===== config.mk =====
export PLATFORM = sky130hd
export DESIGN_NAME = allocation_bitmap_find_first
export DESIGN_NICKNAME = d
export VERILOG_FILES = /design/src/design/abff_pkg.sv /design/src/design/abff_word_store.sv /design/src/design/abff_prio_enc.sv /design/src/design/allocation_bitmap_find_first.sv
export SDC_FILE = /design/constraint.sdc
export NUM_CORES = 1
export LEC_CHECK = 0
export BUFFER_PORTS_ARGS = -buffer_cell sky130_fd_sc_hd__buf_2
export CORE_ASPECT_RATIO = 1.4
export CORE_MARGIN = 8
export CORE_UTILIZATION = 50
export CTS_BUF_LIST = sky130_fd_sc_hd__clkbuf_4 sky130_fd_sc_hd__clkbuf_8
export DETAILED_ROUTE_END_ITERATION = 7
export PLACE_DENSITY_LB_ADDON = 0.08
export REMOVE_ABC_BUFFERS = 1
export SLEW_MARGIN = 20
export SYNTH_ARGS = -nofsm -noshare
export SYNTH_HDL_FRONTEND = slang
export SYNTH_HIERARCHICAL = 1
export SYNTH_SLANG_ARGS = --single-unit
export TNS_END_PERCENT = 1

===== constraint.sdc =====
create_clock -name clk -period 8.17 [get_ports clk]
set_clock_uncertainty 0.15 [all_clocks]
set_input_delay 0.4085 -clock clk [delete_from_list [all_inputs] [get_ports clk]]
set_output_delay 0.4085 -clock clk [all_outputs]
set_load 0.005 [all_outputs]

===== src/design/abff_pkg.sv =====
// abff_pkg: shared types and constants of the allocation bitmap block
// operation codes, sequencer states and fixed field widths
// no dependencies
`timescale 1ns / 1ps

package abff_pkg;

    // fixed field widths
    localparam int OP_W     = 4;
    localparam int IDX_W    = 10;
    localparam int CFG_W    = 5;
    localparam int IN_W     = 16;
    localparam int OUT_W    = 16;
    localparam int RECIP_SH = 16;

    localparam logic [CFG_W-1:0] CFG_RESET = 5'd16;

    typedef enum logic [OP_W-1:0] {
        OP_SET      = 4'd0,
        OP_CLEAR    = 4'd1,
        OP_TEST     = 4'd2,
        OP_FIND_SET = 4'd3,
        OP_FIND_CLR = 4'd4,
        OP_SET_ALL  = 4'd5,
        OP_CLR_ALL  = 4'd6,
        OP_ALL_CLR  = 4'd7,
        OP_ALL_SET  = 4'd8
    } abff_op_t;

    typedef enum logic [2:0] {
        ST_IDLE,
        ST_DIV,
        ST_ADDR,
        ST_BIT,
        ST_SCAN,
        ST_FILL,
        ST_DONE
    } abff_state_t;

endpackage


===== src/design/abff_word_store.sv =====
// abff_word_store: bitmap word memory with per-word valid bits
// one write and one registered read per cycle; a word never written reads as zero
// no dependencies
`timescale 1ns / 1ps

module abff_word_store #(
    parameter int WORD_BITS = 64,
    parameter int WORDS     = 16,
    parameter int AW        = 4
) (
    input  logic                 clk,
    input  logic                 rst_n,
    input  logic                 wr_en,
    input  logic [AW-1:0]        wr_addr,
    input  logic [WORD_BITS-1:0] wr_data,
    input  logic [AW-1:0]        rd_addr,
    output logic [WORD_BITS-1:0] rd_data
);

    logic [WORD_BITS-1:0] mem_reg [WORDS];
    logic [WORDS-1:0]     vld_reg;
    logic [WORD_BITS-1:0] rd_data_reg;
    logic                 rd_vld_reg;

    always_ff @(posedge clk)
    begin
        if (wr_en)
        begin
            mem_reg[wr_addr] <= wr_data;
        end
        rd_data_reg <= mem_reg[rd_addr];
    end

    always_ff @(posedge clk or negedge rst_n)
    begin
        if (!rst_n)
        begin
            vld_reg    <= '0;
            rd_vld_reg <= 1'b0;
        end
        else
        begin
            if (wr_en)
            begin
                vld_reg[wr_addr] <= 1'b1;
            end
            rd_vld_reg <= vld_reg[rd_addr];
        end
    end

    assign rd_data = rd_vld_reg ? rd_data_reg : '0;

endmodule


===== src/design/abff_prio_enc.sv =====
// abff_prio_enc: lowest-set-bit priority encoder over one bitmap word
// no dependencies
`timescale 1ns / 1ps

module abff_prio_enc #(
    parameter int WORD_BITS = 64
) (
    input  logic [WORD_BITS-1:0]         hits,
    output logic [$clog2(WORD_BITS)-1:0] pos,
    output logic                         any
);

    localparam int PSW = $clog2(WORD_BITS);

    always_comb
    begin
        pos = '0;
        // walk downward so the lowest hit wins
        for (int i = WORD_BITS - 1; i >= 0; i--)
        begin
            if (hits[i])
            begin
                pos = PSW'(i);
            end
        end
    end

    assign any = |hits;

endmodule


===== src/design/allocation_bitmap_find_first.sv =====
// allocation_bitmap_find_first: top level of the block-allocation bitmap
// depends on abff_pkg, abff_word_store and abff_prio_enc
`timescale 1ns / 1ps

// usage
//   s_axis carries one operation word: op in bits 3:0, bit_index in bits 13:4
//   m_axis returns exactly one result word per operation: flag in bit 0,
//   found_index in bits 10:1
//   cfg_wen/cfg_wdata load words_in_use (live word count, saturates to WORDS);
//   write it only while no operation is outstanding
// timing
//   one operation at a time; s_axis_tready is high only while the sequencer idles
//   set, clear, test: from acceptance to the result register the steps are
//   reciprocal divide, index fix-up and word read, modify/write, result load
//   find, all-clear, all-set: one word per cycle through the shared word read
//   port and priority encoder, stopping early on a hit
//   set all, clear all: one word written per cycle
//   the sequencer passes back through idle before the next word is taken
// reset
//   rst_n clears all valid bits, so the whole bitmap reads as zero at once;
//   words_in_use returns to 16
// back-pressure
//   the result sits in an output register; the next operation may be accepted
//   while it waits, and the sequencer holds in its final state until it drains

module allocation_bitmap_find_first #(
    parameter int WORD_BITS = 64,
    parameter int WORDS     = 16
) (
    input  logic                                 clk,
    input  logic                                 rst_n,
    input  logic                                 cfg_wen,
    input  logic [abff_pkg::CFG_W-1:0]           cfg_wdata,
    input  logic                                 s_axis_tvalid,
    output logic                                 s_axis_tready,
    // op [3:0], bit_index [13:4], zero [15:14]
    input  logic [abff_pkg::IN_W-1:0]            s_axis_tdata,
    output logic                                 m_axis_tvalid,
    input  logic                                 m_axis_tready,
    // flag [0], found_index [10:1], zero [15:11]
    output logic [abff_pkg::OUT_W-1:0]           m_axis_tdata
);

    localparam int IDX_W    = abff_pkg::IDX_W;
    localparam int AW       = (WORDS > 1) ? $clog2(WORDS) : 1;
    localparam int MAX_LIVE = (WORDS < 31) ? WORDS : 31;
    localparam int CNT_W    = $clog2(MAX_LIVE + 1);
    localparam int PSW      = $clog2(WORD_BITS);
    localparam int QW       = $clog2(1023 / WORD_BITS + 1);
    localparam int RECIP    = (1 << abff_pkg::RECIP_SH) / WORD_BITS;
    localparam int PW       = IDX_W + $clog2(RECIP + 1);

    // sequencer and working registers
    abff_pkg::abff_state_t state_reg, state_next;
    abff_pkg::abff_op_t    op_reg, op_next;
    logic [IDX_W-1:0]      bit_reg, bit_next;
    logic [QW-1:0]         q_reg, q_next;
    logic [AW-1:0]         word_reg, word_next;
    logic [PSW-1:0]        pos_reg, pos_next;
    logic [CNT_W-1:0]      cnt_reg, cnt_next;
    logic                  chk_vld_reg, chk_vld_next;
    logic [CNT_W-1:0]      chk_idx_reg, chk_idx_next;
    logic                  res_flag_reg, res_flag_next;
    logic [IDX_W-1:0]      res_idx_reg, res_idx_next;
    logic                  out_vld_reg, out_vld_next;
    logic                  out_flag_reg, out_flag_next;
    logic [IDX_W-1:0]      out_idx_reg, out_idx_next;
    logic [abff_pkg::CFG_W-1:0] cfg_reg;

    // datapath signals
    logic [CNT_W-1:0]      live_cnt;
    abff_pkg::abff_op_t    in_op;
    logic [PW-1:0]         prod;
    logic [IDX_W-1:0]      rem_wide;
    logic [QW-1:0]         q_fix;
    logic [PSW-1:0]        pos_fix;
    logic                  mem_we;
    logic [AW-1:0]         mem_waddr;
    logic [WORD_BITS-1:0]  mem_wdata;
    logic [AW-1:0]         mem_raddr;
    logic [WORD_BITS-1:0]  rd_word;
    logic [WORD_BITS-1:0]  bit_mask;
    logic [WORD_BITS-1:0]  enc_hits;
    logic [PSW-1:0]        enc_pos;
    logic                  enc_any;
    logic                  want_ones;

    // live count saturates at the number of words held
    assign live_cnt = (32'(cfg_reg) > MAX_LIVE) ? CNT_W'(MAX_LIVE) : CNT_W'(cfg_reg);

    assign in_op = abff_pkg::abff_op_t'(s_axis_tdata[abff_pkg::OP_W-1:0]);

    // word number by reciprocal multiply; the estimate is at most one low
    assign prod     = PW'(bit_reg) * PW'(RECIP);
    assign rem_wide = bit_reg - IDX_W'(32'(q_reg) * WORD_BITS);

    always_comb
    begin
        if (rem_wide >= IDX_W'(WORD_BITS))
        begin
            q_fix   = q_reg + QW'(1);
            pos_fix = PSW'(rem_wide - IDX_W'(WORD_BITS));
        end
        else
        begin
            q_fix   = q_reg;
            pos_fix = PSW'(rem_wide);
        end
    end

    assign bit_mask = WORD_BITS'(1) << pos_reg;

    // the shared encoder looks for ones in the word or in its complement
    assign want_ones = (op_reg == abff_pkg::OP_FIND_SET) || (op_reg == abff_pkg::OP_ALL_CLR);
    assign enc_hits  = want_ones ? rd_word : ~rd_word;

    abff_word_store #(
        .WORD_BITS (WORD_BITS),
        .WORDS     (WORDS),
        .AW        (AW)
    ) u_store (
        .clk     (clk),
        .rst_n   (rst_n),
        .wr_en   (mem_we),
        .wr_addr (mem_waddr),
        .wr_data (mem_wdata),
        .rd_addr (mem_raddr),
        .rd_data (rd_word)
    );

    abff_prio_enc #(
        .WORD_BITS (WORD_BITS)
    ) u_enc (
        .hits (enc_hits),
        .pos  (enc_pos),
        .any  (enc_any)
    );

    always_comb
    begin
        state_next    = state_reg;
        op_next       = op_reg;
        bit_next      = bit_reg;
        q_next        = q_reg;
        word_next     = word_reg;
        pos_next      = pos_reg;
        cnt_next      = cnt_reg;
        chk_vld_next  = chk_vld_reg;
        chk_idx_next  = chk_idx_reg;
        res_flag_next = res_flag_reg;
        res_idx_next  = res_idx_reg;
        out_vld_next  = out_vld_reg && !m_axis_tready;
        out_flag_next = out_flag_reg;
        out_idx_next  = out_idx_reg;
        mem_we        = 1'b0;
        mem_waddr     = word_reg;
        mem_wdata     = '0;
        mem_raddr     = '0;
        s_axis_tready = 1'b0;

        unique case (state_reg)
            abff_pkg::ST_IDLE:
            begin
                s_axis_tready = 1'b1;
                if (s_axis_tvalid)
                begin
                    op_next       = in_op;
                    bit_next      = s_axis_tdata[abff_pkg::OP_W +: IDX_W];
                    cnt_next      = '0;
                    chk_vld_next  = 1'b0;
                    res_flag_next = 1'b0;
                    res_idx_next  = '0;
                    unique case (in_op) inside
                        abff_pkg::OP_SET, abff_pkg::OP_CLEAR, abff_pkg::OP_TEST:
                        begin
                            state_next = abff_pkg::ST_DIV;
                        end
                        abff_pkg::OP_FIND_SET, abff_pkg::OP_FIND_CLR,
                        abff_pkg::OP_ALL_CLR, abff_pkg::OP_ALL_SET:
                        begin
                            state_next = abff_pkg::ST_SCAN;
                        end
                        abff_pkg::OP_SET_ALL, abff_pkg::OP_CLR_ALL:
                        begin
                            state_next = abff_pkg::ST_FILL;
                        end
                        default:
                        begin
                            // unused code: empty result, bitmap left unchanged
                            state_next = abff_pkg::ST_DONE;
                        end
                    endcase
                end
            end

            abff_pkg::ST_DIV:
            begin
                q_next     = QW'(prod >> abff_pkg::RECIP_SH);
                state_next = abff_pkg::ST_ADDR;
            end

            abff_pkg::ST_ADDR:
            begin
                if (32'(q_fix) < 32'(live_cnt))
                begin
                    mem_raddr  = AW'(q_fix);
                    word_next  = AW'(q_fix);
                    pos_next   = pos_fix;
                    state_next = abff_pkg::ST_BIT;
                end
                else
                begin
                    // beyond the live bits: ignored, test reads 0
                    state_next = abff_pkg::ST_DONE;
                end
            end

            abff_pkg::ST_BIT:
            begin
                mem_waddr = word_reg;
                if (op_reg == abff_pkg::OP_SET)
                begin
                    mem_we    = 1'b1;
                    mem_wdata = rd_word | bit_mask;
                end
                else if (op_reg == abff_pkg::OP_CLEAR)
                begin
                    mem_we    = 1'b1;
                    mem_wdata = rd_word & ~bit_mask;
                end
                else
                begin
                    res_flag_next = |(rd_word & bit_mask);
                end
                state_next = abff_pkg::ST_DONE;
            end

            abff_pkg::ST_SCAN:
            begin
                // read of word cnt overlaps the check of the word read last cycle
                if (chk_vld_reg && enc_any)
                begin
                    chk_vld_next = 1'b0;
                    state_next   = abff_pkg::ST_DONE;
                    if ((op_reg == abff_pkg::OP_FIND_SET) || (op_reg == abff_pkg::OP_FIND_CLR))
                    begin
                        res_flag_next = 1'b1;
                        res_idx_next  = IDX_W'(32'(chk_idx_reg) * WORD_BITS + 32'(enc_pos));
                    end
                    else
                    begin
                        res_flag_next = 1'b0;
                    end
                end
                else if (!chk_vld_reg && (cnt_reg == live_cnt))
                begin
                    // ran off the live words with no hit
                    state_next    = abff_pkg::ST_DONE;
                    res_flag_next = (op_reg == abff_pkg::OP_ALL_CLR) ||
                                    (op_reg == abff_pkg::OP_ALL_SET);
                end
                else if (cnt_reg != live_cnt)
                begin
                    mem_raddr    = AW'(cnt_reg);
                    chk_vld_next = 1'b1;
                    chk_idx_next = cnt_reg;
                    cnt_next     = cnt_reg + CNT_W'(1);
                end
                else
                begin
                    chk_vld_next = 1'b0;
                end
            end

            abff_pkg::ST_FILL:
            begin
                if (cnt_reg == live_cnt)
                begin
                    state_next = abff_pkg::ST_DONE;
                end
                else
                begin
                    mem_we    = 1'b1;
                    mem_waddr = AW'(cnt_reg);
                    mem_wdata = (op_reg == abff_pkg::OP_SET_ALL) ? '1 : '0;
                    cnt_next  = cnt_reg + CNT_W'(1);
                end
            end

            abff_pkg::ST_DONE:
            begin
                if (!out_vld_reg || m_axis_tready)
                begin
                    out_vld_next  = 1'b1;
                    out_flag_next = res_flag_reg;
                    out_idx_next  = res_idx_reg;
                    state_next    = abff_pkg::ST_IDLE;
                end
            end

            default:
            begin
                state_next = abff_pkg::ST_IDLE;
            end
        endcase
    end

    always_ff @(posedge clk or negedge rst_n)
    begin
        if (!rst_n)
        begin
            state_reg   <= abff_pkg::ST_IDLE;
            chk_vld_reg <= 1'b0;
            out_vld_reg <= 1'b0;
            cfg_reg     <= abff_pkg::CFG_RESET;
        end
        else
        begin
            state_reg   <= state_next;
            chk_vld_reg <= chk_vld_next;
            out_vld_reg <= out_vld_next;
            if (cfg_wen)
            begin
                cfg_reg <= cfg_wdata;
            end
        end
    end

    // payload and working registers, no reset needed
    always_ff @(posedge clk)
    begin
        op_reg       <= op_next;
        bit_reg      <= bit_next;
        q_reg        <= q_next;
        word_reg     <= word_next;
        pos_reg      <= pos_next;
        cnt_reg      <= cnt_next;
        chk_idx_reg  <= chk_idx_next;
        res_flag_reg <= res_flag_next;
        res_idx_reg  <= res_idx_next;
        out_flag_reg <= out_flag_next;
        out_idx_reg  <= out_idx_next;
    end

    assign m_axis_tvalid = out_vld_reg;
    assign m_axis_tdata  = {{(abff_pkg::OUT_W - IDX_W - 1){1'b0}}, out_idx_reg, out_flag_reg};

`ifndef SYNTHESIS
    // a result only appears out of the final sequencer state
    a_out_from_done: assert property (@(posedge clk) disable iff (!rst_n)
        $rose(out_vld_reg) |-> $past(state_reg == abff_pkg::ST_DONE))
        else $error("result word appeared outside the done state");

    // an accepted word always starts the sequencer
    a_accept_starts: assert property (@(posedge clk) disable iff (!rst_n)
        (s_axis_tvalid && s_axis_tready) |=> (state_reg != abff_pkg::ST_IDLE))
        else $error("accepted word did not leave idle");

    // the scan pipeline holds a pending word only while scanning
    a_chk_in_scan: assert property (@(posedge clk) disable iff (!rst_n)
        chk_vld_reg |-> (state_reg == abff_pkg::ST_SCAN))
        else $error("pending scan word outside the scan state");
`endif

endmodule


=== Word level (Yosys, flattened, before mapping) ===
Memory sizes are Yosys's and may differ from the RTL's. A register that Yosys moved wholly into a read port is not among the register bits.
Index checks and enable logic that the tools add are counted.

* Add/sub/neg operators: 5
* Multipliers: 0
* Divide/modulo/power cells: 0
* Order comparisons: 6
* Equal/unequal tests: 35
* Shifts and indexed selects: 1
* Muxes and demuxes: 123
* Bitwise logic cells: 8
* Reductions and logical operators: 31

{| class="wikitable"
|+ Operators by type and width
! cell !! count
|-
| two-way mux 6 bit || 65
|-
| two-way mux 64 bit || 6
|-
| AND 64 bit || 2
|-
| inverter 64 bit || 2
|-
| case mux 64 bit (2 select lines) || 1
|-
| OR reduction 64 bit || 2
|-
| bitwise OR 64 bit || 1
|-
| << shifter 1 x 6 -> 64 bit, first input constant || 1
|-
| two-way mux 10 bit || 3
|-
| two-way mux 5 bit || 6
|-
| equality test 4 x 3 -> 1 bit, second input constant || 7
|-
| two-way mux 4 bit || 7
|-
| != test 2 bit, second input constant || 11
|-
| case mux 3 bit (7 select lines) || 1
|-
| case mux 10 bit (2 select lines) || 1
|-
| two-way mux 1 bit || 19
|-
| two-way mux 3 bit || 6
|-
| bitwise OR 16 bit || 1
|-
| case mux 5 bit (3 select lines) || 1
|-
| equality test 4 x 2 -> 1 bit, second input constant || 3
|-
| AND reduction 4 bit || 3
|-
| adder 10 x 6 -> 10 bit || 1
|-
| >= comparator 10 x 7 -> 1 bit, second input constant || 1
|-
| less-than comparator 4 x 5 -> 1 bit, second input constant || 2
|-
| 36 further kinds || 56
|}

* Register bits after elaboration: 86
* Bits in latches: 0
* Bits in writable memories: 1024
* Bits in read-only memories: 0
* Output and inout port bits: 18
* Memories kept: 1

{| class="wikitable"
|+ Memory list
! memory !! words !! width !! rd ports !! clocked after Yosys merged registers in !! write ports !! line !! source
|-
| u_store.mem_reg || 16 || 64 || 1 || 1 || 1 || abff_word_store.sv:20 || <nowiki>logic [WORD_BITS-1:0] mem_reg [WORDS];</nowiki>
|}

=== Logic depth before layout (Yosys ltp) ===
* Depth in word-level cells: 71
* Mapped depth: 22
* Gate-level depth less buffers: 19

=== By module ===
The synthesis kept the hierarchy.

{| class="wikitable"
|+ By module, submodules not included
! module !! times used !! cells each !! area each (sq um) !! seq. area each (sq um)
|-
| abff_word_store || 1 || 1760 || 40702.8 || 32456.1
|-
| allocation_bitmap_find_first || 1 || 710 || 6128.4 || 2023.2
|-
| abff_prio_enc || 1 || 145 || 887.1 || 0.0
|}

=== Worst setup path before layout ===
Ideal clock, no wire load.

* Path kind: register to register
* From: register cfg_reg[4] (netlist bit)
* To: memory u_store.mem_reg[0][0] (enable)
* Setup time: 0.566 ns
* Data arrival time: 6.365 ns
* Data required time: 7.454 ns
* Slack: 1.089 ns
* Cell stages (with the launch flop): 10
* Period minus slack after synthesis: 7.081 ns
* Cells stage by stage: dfstp_2 > buf_4 > o22ai_1 > o22a_2 > or2_1 > clkbuf_1 > nand2_1 > nand2_1 > or3b_1 > nor3_1

* Elaborated cells between the ends (all ways): 9
* Those cells by class: 1 x order compare; 1 x eq/ne; 7 x mux

{| class="wikitable"
|+ RTL lines
! item !! line !! source
|-
| start: declaration || allocation_bitmap_find_first.sv:68 || <nowiki>logic [abff_pkg::CFG_W-1:0] cfg_reg;</nowiki>
|-
| start signal: assignment || allocation_bitmap_find_first.sv:315 || <nowiki>cfg_reg <= abff_pkg::CFG_RESET;</nowiki>
|-
| start signal: assignment || allocation_bitmap_find_first.sv:324 || <nowiki>cfg_reg <= cfg_wdata;</nowiki>
|-
| > comparator 5 bit || allocation_bitmap_find_first.sv:89 || <nowiki>assign live_cnt = (32'(cfg_reg) > MAX_LIVE) ? CNT_W'(MAX_LIVE) : CNT_W'(cfg_reg);</nowiki>
|-
| two-way mux 5 bit * || allocation_bitmap_find_first.sv:89 ||
|-
| equality test 5 bit * || allocation_bitmap_find_first.sv:277 || <nowiki>if (cnt_reg == live_cnt)</nowiki>
|-
| two-way mux 4 bit * || allocation_bitmap_find_first.sv:277 ||
|-
| two-way mux 4 bit * || allocation_bitmap_find_first.sv:161 || <nowiki>unique case (state_reg)</nowiki>
|-
| net mem_waddr[3] || allocation_bitmap_find_first.sv:78 || <nowiki>logic [AW-1:0] mem_waddr;</nowiki>
|-
| end: declaration || abff_word_store.sv:20 ||
|}

Mark *: on every way through the listed nets, which the timed path passes. The rest lies on a longest branch.

=== Worst setup path in the final report ===
* From: register q_reg[0]
* To: register u_store.rd_data_reg[13], read port of u_store.mem_reg

* Cells in the longest elaborated chain, start to end: 6
* Elaborated cells between the ends (all ways): 7
* Those cells by class: 2 x add/sub; 2 x order compare; 3 x mux

{| class="wikitable"
|+ Ends and longest elaborated chain
! item !! line !! source
|-
| start: declaration || allocation_bitmap_find_first.sv:57 || <nowiki>logic [QW-1:0] q_reg, q_next;</nowiki>
|-
| start signal: assignment || allocation_bitmap_find_first.sv:334 || <nowiki>q_reg <= q_next;</nowiki>
|-
| subtractor 10 bit || allocation_bitmap_find_first.sv:95 || <nowiki>assign rem_wide = bit_reg - IDX_W'(32'(q_reg) * WORD_BITS);</nowiki>
|-
| >= comparator 10 x 7 -> 1 bit || allocation_bitmap_find_first.sv:99 || <nowiki>if (rem_wide >= IDX_W'(WORD_BITS))</nowiki>
|-
| two-way mux 4 bit * || allocation_bitmap_find_first.sv:99 ||
|-
| net q_fix[3] || allocation_bitmap_find_first.sv:75 || <nowiki>logic [QW-1:0] q_fix;</nowiki>
|-
| less-than comparator 4 x 5 -> 1 bit * || allocation_bitmap_find_first.sv:204 || <nowiki>if (32'(q_fix) < 32'(live_cnt))</nowiki>
|-
| two-way mux 4 bit * || allocation_bitmap_find_first.sv:204 ||
|-
| case mux 4 bit (2 select lines) * || allocation_bitmap_find_first.sv:161 ||
|-
| net mem_raddr[0] || allocation_bitmap_find_first.sv:80 || <nowiki>logic [AW-1:0] mem_raddr;</nowiki>
|-
| end: declaration || abff_word_store.sv:22 || <nowiki>logic [WORD_BITS-1:0] rd_data_reg;</nowiki>
|}

Marks and branches as above.
A chain may end at the register's enable or synchronous reset.

==> reports/qor.yml <==
power_and_ir_drop:
  vdd_drop_max_uv: 346.5
  power_density_nw_per_um2: 294.6
  power.leakage_nw: 16.95
  p_total_mw: 15.77
route:
  ant_nets: 0
  viasPerCell: 6.201
  vias: 25910
  drt_iter0_markers: 2487
  wl_per_cell_microns: 30.07
  firstDrtPassIters: 6
  drc: 0
  routed_wl_microns: 125600
placement:
  dp_slack_ns: 1.730
  portBuffers: 36
  hpwlAfterDp_microns: 67860
  dp.cells: 3819
  gp_congestion: 0.9138
global_route:
  grt_pass1_wl_microns: 184100
  antenna_found_initial: 1
  grtUsageTotal: 0.2373
  grt_max_degree: 65
  first_global_vias: 26880
  overflow: 0
clock_network:
  clockRootBuffer: "clkbuf_8"
  tritoncts: "built"
  cts_resized: 0
  cts_buffers: 175
  clkSinkCount: 1174
  path_clk_slew_ns: 0.06
  cts_hold_buf: 34
  cts_setup_buffers: 0
  clockBufferDepth: 3
  clkLatencyLatePin_ns: 0.89
  ctsHtreeMaxLevel: 4
critical_path:
  end_kind: "flip-flop"
  cp.arrival_ns: 7.01
  cp_max_fo: 44
  cp.required_ns: 8.76
  crit_type: "reg2reg"
  start_kind: "flip-flop"
floorplan:
  core_area_sq_um: 94900
  die_h_microns: 381.5
  die_width_microns: 277.1
  die_area_sq_um: 105700
  initial_core_util: 0.5028
  placementRows: 134
  ios: 44
sta:
  maxSlewViolCount: 0
  setup_ws_ns: 1.743
  tightest_slew_ns: 1.145
  post-route-period-util: 0.7867
  hold_viol_final: 0
  maxSlewHeadroom: 0.2365
  setup_violations: 0
  setup-tns-final_ns: 0
  min_period_ns: 6.427
  rsz0062_at_grt: "no"
  fmax_mhz: 155.6
  whs_ns: 0.1096
logic_synthesis:
  yosys-top-cells-count: "1083 x edfxtp_1, 261 x mux4_2, 135 x a22oi_1, 132 x nand2_1, 98 x nor2_1"
  synth_fa_ha_area_frac: 0.002517
  seq_area_frac_synth: 0.7226
  yosysUniqueCellTypes: 99
  synth_top_family_by_area: "multiplexers"
  ys.flop_type: "edfxtp_1"
  ys_top_cells_by_area: "edfxtp_1 68%, mux4_2 12%, dfxtp_1 2.7%, a22oi_1 2.1%, dfrtp_1 1.4%"
  synth-seq-cells: 1174
  synthXorXnorAreaFrac: 0.01377
  synth_compound_area_frac: 0.05394
  synth_edf_count: 1083
  synth_area_sq_um: 47720
  avgSynthCellArea_sq_um: 18.25
  yosys_warnings: 6
  yosysTopAreaCellShare: 0.6815
  synthMuxAreaShare: 0.1314
  synth_async_sr_flop_share: 0.02300
  synth.most_common_cell: "edfxtp_1"
  synth_top_area_cell: "edfxtp_1"
  synth_cells: 2615
  yosys.area_share.simple: 0.05561
cells_and_area:
  area_growth_pct: 12.22
  largest_reg_flops: 1024
  drive_above_1_share: 0.2560
  fin_cells: 4178
  num-fill-cells: 7316
  nNetsFinal: 2842
worst_hold_path:
  hold_path_class: "in2reg"
run_status:
  status: "finished, final reports clean"
run:
  cap_violations: 0
cell families after synthesis:
kind of cell,after synthesis
xor+xnor,75
mux,299
compound gates,379
buf+inv,185
simple gates,493
other cells,1
flops,1174
fa+ha+maj,9
metrics by stage:
stage            util  area (sq um)
3_3_place_gp   0.5236         49690
3_5_place_dp   0.5236         49690
6_report       0.5643         53550
4_1_cts        0.5638         53500
5_1_grt        0.5643         53550
2_1_floorplan       -         46870
cells in the final DEF (no fill, tap or decap), types with 8 or more instances in the layout:
master         Yosys  layout
edfxtp_1        1083    1083
mux4_2           261     261
clkbuf_8           0     181
a22oi_1          135     135
nand2_1          132     132
nor2_1            98      85
clkbuf_4           0      83
buf_4             14      82
o21ai_0           72      69
xor2_1            68      68
and2_1            69      68
dfxtp_1           64      64
a21oi_1           46      46
clkinv_1           1      39
buf_2             49      36
dlygate4sd3_1      0      33
mux2i_1           30      30
o21ai_1           29      26
inv_1             26      26
dfrtp_1           26      25
nor3_1            24      20
nor4_1            20      20
nand3_1           20      20
o31a_1            20      20
buf_12             0      18
and3_1            15      15
nand2b_1          15      15
or2_2             16      15
nor2_4             1      14
nor2b_1           13      11
nand3b_1           9       9
nor3b_1            9       9
ha_1               8       8
power breakdown:
| part | switching, mW | internal (mW) | total (mW) |
|---|---|---|---|
| Clock | 2.23 | 2.48 | 4.71 |
| Combinational | 2.26 | 1.64 | 3.90 |
| Sequential | 0.248 | 6.91 | 7.16 |
area by class of cell:
type | count | area, sq um | share of cell area
Inverter | 27 | 101.3 | 0.001893
Multi-Input combinational cell | 1260 | 12480 | 0.2330
Clock buffer | 264 | 3114 | 0.05816
Sequential cell | 1174 | 34480 | 0.6439
Tap cell | 1224 | 1531 | 0.02860
Clock inverter | 59 | 354.1 | 0.006612
Antenna cell | 1 | 2.502 | 0.00004673
Timing Repair Buffer | 169 | 1486 | 0.02776
layer usage:
metal | global-route usage | wire length, microns | vias to the layer above
met5 | 0 | 0 | -
met3 | 0.03775 | 7450 | 244
met4 | 0.08299 | 3837 | 0
li1 | - | - | 10960
met2 | 0.3980 | 62990 | 952
met1 | 0.3157 | 51350 | 13750
worst max-delay path, stage by stage (launching register included):
cell	delay (ns)
edfxtp_1	0.47
ha_1	0.24
inv_1	0.07
fa_1	0.41
nor3b_1	0.36
o21ai_1	0.19
and4_1	0.26
xor2_1	0.43
ha_1	0.33
a21oi_1	0.19
nand4b_1	0.11
a31oi_1	0.29
o21ai_1	0.13
inv_1	0.53
a22o_4	0.74
buf_12	0.41
mux4_2	0.55
a22oi_1	0.24
nand2_1	0.11
worst paths after layout:
kind,from,cells past startpoint,slack (ns),end
max in group asynchronous,rst_n,4,7.23,u_store/rd_vld_reg
worst min register to register,res_idx_reg[5],0,0.27,out_idx_reg[5]
worst max register to register,q_reg[0],18,1.74,u_store/rd_data_reg[13]
worst min-delay path,s_axis_tdata[10],2,0.11,bit_reg[6]
min in group asynchronous,rst_n,4,0.46,cfg_reg[0]
worst max-delay path,q_reg[0],18,1.74,u_store/rd_data_reg[13]
Power figures use the tool's default switching activity.
